## config.mk

```make
export PLATFORM = sky130hd
export DESIGN_NAME = rom_patch_cheat_device_core
export DESIGN_NICKNAME = d
export VERILOG_FILES = /design/src/rpcd_pkg.sv /design/src/rpcd_patch_match.sv /design/src/rom_patch_cheat_device_core.sv
export SDC_FILE = /design/constraint.sdc
export NUM_CORES = 2
export LEC_CHECK = 0
export ABC_AREA = 1
export BUFFER_PORTS_ARGS = -buffer_cell sky130_fd_sc_hd__buf_4
export CAP_MARGIN = 5
export CORE_UTILIZATION = 50
export CTS_CLUSTER_DIAMETER = 80
export DETAILED_ROUTE_END_ITERATION = 8
export PLACE_DENSITY = 0.72
export SLEW_MARGIN = 15
export SYNTH_ARGS = -nofsm -noshare
export SYNTH_HDL_FRONTEND = slang
export SYNTH_SLANG_ARGS = --single-unit
export TNS_END_PERCENT = 1
```

## constraint.sdc

```tcl
create_clock -name i_clk -period 4.2 [get_ports i_clk]
set_input_delay 0.84 -clock i_clk [delete_from_list [all_inputs] [get_ports i_clk]]
set_output_delay 0.84 -clock i_clk [all_outputs]
set_load 0.03 [all_outputs]
```

## src/rpcd_pkg.sv

```systemverilog
// ----------------------------------------------------------------------------
// rpcd_pkg
// Shared types and constants for the cartridge patcher: transaction
// payloads, operation and source codes, mode register bit positions.
// ----------------------------------------------------------------------------
`timescale 1ns / 1ps
`default_nettype none

package rpcd_pkg;

    localparam int DATA_W      = 16;
    localparam int ADDR_W      = 22;
    localparam int REG_IDX_W   = 5;   // register index taken from address[5:1]
    localparam int PATCH_HI_W  = 6;   // patch address high part, 0x3f mask

    localparam int PATCH_COUNT_DEF    = 6;
    localparam int REGISTER_COUNT_DEF = 32;

    // operation codes (code three behaves as a read)
    localparam logic [1:0] OP_READ     = 2'd0;
    localparam logic [1:0] OP_BYTE_WR  = 2'd1;
    localparam logic [1:0] OP_WORD_WR  = 2'd2;

    // read source codes
    localparam logic [1:0] SRC_CART    = 2'd0;
    localparam logic [1:0] SRC_ROM     = 2'd1;
    localparam logic [1:0] SRC_REGS    = 2'd2;
    localparam logic [1:0] SRC_WRITE   = 2'd3;

    // mode register (register 0) bit positions
    localparam int MODE_CART_BIT = 10;
    localparam int MODE_REGS_BIT = 9;
    localparam int MODE_LOCK_BIT = 8;

    // indexes of fixed registers
    localparam logic [REG_IDX_W-1:0] REG_MODE = 5'd0;
    localparam logic [REG_IDX_W-1:0] REG_ONE  = 5'd1;

    typedef struct packed {
        logic [1:0]        operation;
        logic [ADDR_W-1:0] address;
        logic [DATA_W-1:0] write_data;
        logic [DATA_W-1:0] cart_data;
        logic [DATA_W-1:0] genie_rom_data;
    } t_in_item;

    typedef struct packed {
        logic [DATA_W-1:0] read_data;
        logic [1:0]        read_source;
        logic              patched;
        logic              locked;
    } t_out_item;

endpackage

`default_nettype wire

```

## src/rpcd_patch_match.sv

```systemverilog
// ----------------------------------------------------------------------------
// rpcd_patch_match
// Decodes the patch slots from the register file, matches a read word
// address against the enabled slots (lowest wins) and flags duplicate
// slot addresses for the lock operation.
// ----------------------------------------------------------------------------
`timescale 1ns / 1ps
`default_nettype none

module rpcd_patch_match
    import rpcd_pkg::*;
#(
    parameter int PATCH_COUNT    = PATCH_COUNT_DEF,
    parameter int REGISTER_COUNT = REGISTER_COUNT_DEF
) (
    input  wire logic [REGISTER_COUNT-1:0][DATA_W-1:0] i_regs,
    input  wire logic [PATCH_COUNT-1:0]                i_enable,
    input  wire logic [ADDR_W-2:0]                     i_word_addr,
    output logic                                       o_hit,
    output logic [DATA_W-1:0]                          o_data,
    output logic [PATCH_COUNT-1:0]                     o_dup_mask
);

    logic [PATCH_COUNT-1:0][ADDR_W-1:0] w_paddr;
    logic [PATCH_COUNT-1:0][DATA_W-1:0] w_pdata;
    logic [PATCH_COUNT-1:0]             w_match;

    // slot fields; registers beyond the file read as zero
    for (genvar i = 0; i < PATCH_COUNT; i++) begin : g_slot
        localparam int IDX_HI = 2 + 3 * i;
        localparam int IDX_LO = 3 + 3 * i;
        localparam int IDX_DT = 4 + 3 * i;
        logic [PATCH_HI_W-1:0] w_hi;
        logic [DATA_W-1:0]     w_lo;

        if (IDX_HI < REGISTER_COUNT) begin : g_hi
            assign w_hi = i_regs[IDX_HI][PATCH_HI_W-1:0];
        end else begin : g_hi0
            assign w_hi = '0;
        end
        if (IDX_LO < REGISTER_COUNT) begin : g_lo
            assign w_lo = i_regs[IDX_LO];
        end else begin : g_lo0
            assign w_lo = '0;
        end
        if (IDX_DT < REGISTER_COUNT) begin : g_dt
            assign w_pdata[i] = i_regs[IDX_DT];
        end else begin : g_dt0
            assign w_pdata[i] = '0;
        end

        assign w_paddr[i] = {w_hi, w_lo};
        assign w_match[i] = i_enable[i] && (w_paddr[i][ADDR_W-1:1] == i_word_addr);

        // a slot is a duplicate if any earlier slot has the same address
        always_comb begin
            o_dup_mask[i] = 1'b0;
            for (int j = 0; j < i; j++) begin
                if (w_paddr[i] == w_paddr[j]) begin
                    o_dup_mask[i] = 1'b1;
                end
            end
        end
    end

    // lowest matching slot wins
    always_comb begin
        o_hit  = 1'b0;
        o_data = '0;
        for (int i = PATCH_COUNT - 1; i >= 0; i--) begin
            if (w_match[i]) begin
                o_hit  = 1'b1;
                o_data = w_pdata[i];
            end
        end
    end

endmodule

`default_nettype wire

```

## src/rom_patch_cheat_device_core.sv

```systemverilog
// ----------------------------------------------------------------------------
// rom_patch_cheat_device_core
// Pass-through cartridge patcher. Each input transaction is one bus access
// (read, byte write or word write); each produces exactly one result
// transaction. Before lock, writes below 0x10000 go to a bank of 16-bit
// registers; register 0 is the mode register. Bank-0 reads are served by
// the cartridge (mode bit 10), the registers (bit 9) or the device ROM.
// Setting mode bit 8 locks the device and arms the patch slots, with any
// slot whose address repeats an earlier one disabled. Once locked,
// cartridge reads whose word address matches an enabled slot return the
// slot data. Throughput is one transaction per clock while results are not
// stalled; each transaction passes the input register, then the result
// register, with the register file updated in the single pass between them
// so back-to-back accesses see each other's effects. Results stall under
// backpressure without losing the input side: the input register keeps taking
// transactions whenever the result register is free or being drained.
// ----------------------------------------------------------------------------
`timescale 1ns / 1ps
`default_nettype none

module rom_patch_cheat_device_core
    import rpcd_pkg::*;
#(
    parameter int PATCH_COUNT    = PATCH_COUNT_DEF,
    parameter int REGISTER_COUNT = REGISTER_COUNT_DEF
) (
    input  wire logic      i_clk,
    input  wire logic      i_rst_n,
    input  wire logic      i_in_valid,
    output logic           o_in_ready,
    input  wire t_in_item  i_in_item,
    output logic           o_out_valid,
    input  wire logic      i_out_ready,
    output t_out_item      o_out_item
);

    // ---- pipeline registers ------------------------------------------------
    logic      r_in_vld;
    t_in_item  r_in_item;
    logic      r_out_vld;
    t_out_item r_out_item;

    // ---- device state ------------------------------------------------------
    logic [REGISTER_COUNT-1:0][DATA_W-1:0] r_regs;
    logic                                  r_lock;

    logic w_fire;      // input register moves into the result register
    logic w_in_acc;

    assign w_fire     = r_in_vld && (!r_out_vld || i_out_ready);
    assign o_in_ready = !r_in_vld || w_fire;
    assign w_in_acc   = i_in_valid && o_in_ready;

    // ---- decode of the held access ------------------------------------------
    logic [REG_IDX_W-1:0] w_off;
    logic                 w_off_ok;
    logic                 w_bank0;
    logic                 w_is_write;
    logic [DATA_W-1:0]    w_mode;
    logic [DATA_W-1:0]    w_reg_rd;

    assign w_off    = r_in_item.address[REG_IDX_W:1];
    assign w_off_ok = ({1'b0, w_off} < (REG_IDX_W + 1)'(REGISTER_COUNT));
    assign w_bank0  = (r_in_item.address[ADDR_W-1:DATA_W] == '0);
    assign w_mode   = r_regs[REG_MODE];
    assign w_reg_rd = w_off_ok ? r_regs[w_off] : '0;

    always_comb begin
        unique case (r_in_item.operation)
            OP_BYTE_WR, OP_WORD_WR: w_is_write = 1'b1;
            default:                w_is_write = 1'b0;   // read, code three too
        endcase
    end

    // ---- patch slots -------------------------------------------------------
    logic                   w_hit;
    logic [DATA_W-1:0]      w_patch_data;
    logic [PATCH_COUNT-1:0] w_dup_mask;

    rpcd_patch_match #(
        .PATCH_COUNT    (PATCH_COUNT),
        .REGISTER_COUNT (REGISTER_COUNT)
    ) u_match (
        .i_regs      (r_regs),
        .i_enable    (w_mode[PATCH_COUNT-1:0]),
        .i_word_addr (r_in_item.address[ADDR_W-1:1]),
        .o_hit       (w_hit),
        .o_data      (w_patch_data),
        .o_dup_mask  (w_dup_mask)
    );

    // ---- register write path -----------------------------------------------
    // byte lane: even address writes the upper byte, odd the lower
    logic              w_wr_en;
    logic [DATA_W-1:0] w_wr_val;
    logic [DATA_W-1:0] n_reg_val;
    logic              n_lock;

    assign w_wr_en = w_is_write && !r_lock && w_bank0 && w_off_ok;

    always_comb begin
        if (r_in_item.operation == OP_WORD_WR) begin
            w_wr_val = r_in_item.write_data;
        end else if (r_in_item.address[0]) begin
            w_wr_val = {w_reg_rd[15:8], r_in_item.write_data[7:0]};
        end else begin
            w_wr_val = {r_in_item.write_data[7:0], w_reg_rd[7:0]};
        end

        n_reg_val = w_wr_val;
        n_lock    = r_lock;
        if (w_off == REG_MODE) begin
            if (w_wr_val[MODE_LOCK_BIT]) begin
                // lock: drop duplicate slots, mode bits stay as written
                n_reg_val = w_wr_val & ~DATA_W'(w_dup_mask);
                n_lock    = w_wr_en;
            end
        end else if (w_off == REG_ONE) begin
            n_reg_val = w_wr_val | DATA_W'(1);
        end
        if (!w_wr_en) begin
            n_lock = r_lock;
        end
    end

    // ---- result ------------------------------------------------------------
    t_out_item n_out_item;

    always_comb begin
        n_out_item.read_data   = '0;
        n_out_item.read_source = SRC_WRITE;
        n_out_item.patched     = 1'b0;
        n_out_item.locked      = n_lock;
        if (!w_is_write) begin
            if (w_bank0 && !w_mode[MODE_CART_BIT]) begin
                if (w_mode[MODE_REGS_BIT]) begin
                    n_out_item.read_data   = w_reg_rd;
                    n_out_item.read_source = SRC_REGS;
                end else begin
                    n_out_item.read_data   = r_in_item.genie_rom_data;
                    n_out_item.read_source = SRC_ROM;
                end
            end else begin
                n_out_item.read_source = SRC_CART;
                if (r_lock && w_hit) begin
                    n_out_item.read_data = w_patch_data;
                    n_out_item.patched   = 1'b1;
                end else begin
                    n_out_item.read_data = r_in_item.cart_data;
                end
            end
        end
    end

    // ---- registers ---------------------------------------------------------
    always_ff @(posedge i_clk) begin
        if (!i_rst_n) begin
            r_in_vld  <= 1'b0;
            r_out_vld <= 1'b0;
            r_lock    <= 1'b0;
            r_regs    <= '0;
        end else begin
            if (w_in_acc) begin
                r_in_vld <= 1'b1;
            end else if (w_fire) begin
                r_in_vld <= 1'b0;
            end

            if (w_fire) begin
                r_out_vld <= 1'b1;
            end else if (i_out_ready) begin
                r_out_vld <= 1'b0;
            end

            if (w_fire) begin
                r_lock <= n_lock;
                if (w_wr_en) begin
                    r_regs[w_off] <= n_reg_val;
                end
            end
        end
    end

    // payload registers, no reset
    always_ff @(posedge i_clk) begin
        if (w_in_acc) begin
            r_in_item <= i_in_item;
        end
        if (w_fire) begin
            r_out_item <= n_out_item;
        end
    end

    assign o_out_valid = r_out_vld;
    assign o_out_item  = r_out_item;

endmodule

`default_nettype wire

```

==> results_dict.tcl <==
set metrics [dict create \
    wl_per_cell_microns 28.1 \
    netlist_instances 4684 \
    clock_transition_time_at_the_flip_flop_clock_pins_of_the_worst_setup_and_hold_paths_ns 0.06 \
    post_route_minimum_period_ns 3.59 \
    overall_global_routing_resource_usage_pct 45.2 \
    worst-endpoint-required_ns 4.71 \
    synth_sequential_area_ratio_pct 39.5 \
    worst_hold_path_type "input port to register" \
    post_drt_via_cell_ratio 6.18 \
    finalHoldViolations 0 \
    ys_types 54 \
    criticalPathCategory "register to register" \
    routabilityCongestion 1.12 \
    dp_hpwl_microns 114000 \
    grt_pass1_wl_microns 220000 \
    fp.dieW_microns 259 \
    dr.first_iter.drc_count 5350 \
    yosys_most_used_dff "sky130_fd_sc_hd__dfxtp_1" \
    synth_edf_count 92 \
    arrival_ns 4.11 \
    wl_microns 155000 \
    power.leakage_nw 16.3 \
    io_buffer_count 97 \
    die_height_microns 259 \
    ctsLongestPathBuffers 3 \
    via_count 34100 \
    tritoncts "done" \
    startpoint_type "register" \
    max-slew-margin-rel_pct 35.9 \
    max_cap_viol_count 0 \
    design.portCount 98 \
    antenna_found_initial 5 \
    yosysWarningCount 0 \
    fin_ws_ns 0.610 \
    ir_worst_vdd_mv 0.470 \
    setup_violations 0 \
    sequential_cell_area_sq_mm 0.0131 \
    grt_setup_unrepaired "no" \
    cts_repair_resize_count 0 \
    skew_ns 0.0223 \
    end_kind "register" \
    layout-drive-gt1-share_pct 9.98 \
    synth-async-reset-ratio_pct 0 \
    route.detailed.drc 0 \
    post-place-ws_ns 0.865 \
    setup_total_negative_slack_ns 0 \
    power.density_cell_area_mw_per_mm2 352 \
    clk_root_buffer_cell "sky130_fd_sc_hd__clkbuf_16" \
    syn-mean-instance-area_sq_um 7.06 \
    postCtsSetupBuffers 0 \
    drtPass1Iterations 7 \
    antenna_left 0 \
    num_rows 93 \
    h-tree-depth 3 \
    initial_utilization_pct 50.9 \
    syn2layout_area_growth_pct 10.8 \
    filler_cell_count 6227 \
    largest_net_degree_at_the_start_of_global_routing 230 \
    first_global_vias 30200 \
    fin_crit_sh_pct 85.5 \
    timing.final.max_slew_violations 0 \
    floorplan.die_area_sq_mm 0.0672 \
    result_of_the_run "complete, no violations" \
    core-area_sq_mm 0.0649 \
    placed_cell_area_sq_mm 0.0344 \
    final_area_sq_mm 0.0367 \
    finalHoldWorstSlack_ns 0.386 \
    synth_seq_cells 607 \
    synth.cell_area_sq_mm 0.0331 \
    clock_latency_ns 0.63 \
    cts_hold_repair.buffers 0 \
    synth_nets 4761 \
    grt.overflow.total 0 \
    timing_worst_slew_pin_value_ns 0.953 \
    design.final.nets 4683 \
    cts_inserted_buffers 68 \
    multiInputGateArea_sq_mm 0.0154 \
    cp_max_fo 77 \
    clock_sink_count 607 \
    utilization_pct 56.5 \
    timing.fmax_mhz 279 \
]
==> cell usage in the layout, fill, tap and decap left out, types with 99 or more instances in the layout <==
cell type,instances
sky130_fd_sc_hd__a21oi_1,609
sky130_fd_sc_hd__a22oi_1,99
sky130_fd_sc_hd__buf_4,234
sky130_fd_sc_hd__dfxtp_1,515
sky130_fd_sc_hd__inv_1,689
sky130_fd_sc_hd__nand2_1,632
sky130_fd_sc_hd__nand4_1,113
sky130_fd_sc_hd__nor2_1,216
sky130_fd_sc_hd__o21ai_0,576
sky130_fd_sc_hd__o22ai_1,187
sky130_fd_sc_hd__xnor2_1,105
==> area by class of cell <==
cell class / count / area share (%)
inverter: 741 / 7.63
clock buffer: 94 / 5.21
tap: 855 / 2.92
multi-input combinational: 2935 / 41.9
clock inverter: 29 / 0.836
antenna: 5 / 0.0341
sequential: 607 / 35.7
timing repair buffer: 253 / 5.83
==> worst max-delay path, cell delays in order, from the launching register on <==
cell	delay (ns)
sky130_fd_sc_hd__edfxtp_1	0.63
sky130_fd_sc_hd__inv_4	0.16
sky130_fd_sc_hd__nand2_4	0.23
sky130_fd_sc_hd__buf_12	0.38
sky130_fd_sc_hd__o22ai_1	0.18
sky130_fd_sc_hd__o21ai_0	0.63
sky130_fd_sc_hd__nand4_1	0.14
sky130_fd_sc_hd__or2_1	0.28
sky130_fd_sc_hd__nand2_1	0.09
sky130_fd_sc_hd__nand2_1	0.06
sky130_fd_sc_hd__buf_4	0.26
sky130_fd_sc_hd__o21ai_0	0.25
sky130_fd_sc_hd__inv_1	0.06
==> path summary, 6_finish.rpt <==
kind                       from  cells after the start            end  slack [ns]
setup / recovery  r_in_item[49]                     12    r_regs[250]        0.61
setup reg to reg  r_in_item[49]                     12    r_regs[250]        0.61
hold reg to reg      r_regs[16]                      2     r_regs[16]        0.47
hold / removal    i_in_item[38]                      1  r_in_item[38]        0.39
==> flip-flops by register name (all words and copies together) (netlist names) <==
| register | count |
|---|---|
| r_in_item | 72 |
| o_out_valid | 1 |
| w_mode | 16 |
| r_lock | 1 |
| r_regs | 496 |
| o_out_item | 20 |
| r_in_vld | 1 |
==> synth_stat cells (92+ instances only) <==
| cell type | count | area share [%] |
|---|---|---|
| sky130_fd_sc_hd__a22oi_1 | 99 | 2.2 |
| sky130_fd_sc_hd__nand2_1 | 633 | 7.2 |
| sky130_fd_sc_hd__inv_1 | 690 | 7.8 |
| sky130_fd_sc_hd__buf_2 | 156 | 2.4 |
| sky130_fd_sc_hd__xnor2_1 | 105 | 2.8 |
| sky130_fd_sc_hd__a21oi_1 | 610 | 9.2 |
| sky130_fd_sc_hd__dfxtp_1 | 515 | 31 |
| sky130_fd_sc_hd__nand4_1 | 113 | 2.1 |
| sky130_fd_sc_hd__o22ai_1 | 187 | 3.5 |
| sky130_fd_sc_hd__nor2_1 | 216 | 2.5 |
| sky130_fd_sc_hd__clkbuf_1 | 193 | 2.2 |
| sky130_fd_sc_hd__o21ai_0 | 576 | 8.7 |
| sky130_fd_sc_hd__edfxtp_1 | 92 | 8.4 |
==> routing by layer <==
layer	GRT usage (%)	share of wire, %	vias up
met5	0.926	0.068	-
met4	26.0	6.7	4
met3	10.0	11	479
met2	68.1	43	2369
met1	59.4	39	15900
li1	-	-	15300
==> metrics by stage <==
stage               power [mW]  std cells
CTS                       12.9       5514
floorplan                 6.56       4684
detailed placement        6.96       5391
global placement          6.96       5391
global route              13.1       5514
finish                    12.9       5519
==> power by group <==
group	switching [mW]	total, mW	internal (mW)
Sequential	0.0736	6.04	5.96
Combinational	0.620	0.835	0.215
Clock	2.61	6.03	3.41
==> cell families after synthesis <==
| group | Yosys count | synth area share, % |
|---|---|---|
| AO/OA/AOI/OAI | 1561 | 25.4 |
| AND/OR/NAND/NOR | 1194 | 16.2 |
| buffers and inverters | 1142 | 14.1 |
| flip-flops | 607 | 39.5 |
| XOR/XNOR | 179 | 4.74 |
| adder cells (fa/ha/maj) | 1 | 0.0378 |
Note: power is estimated with default switching activity, not from simulation.
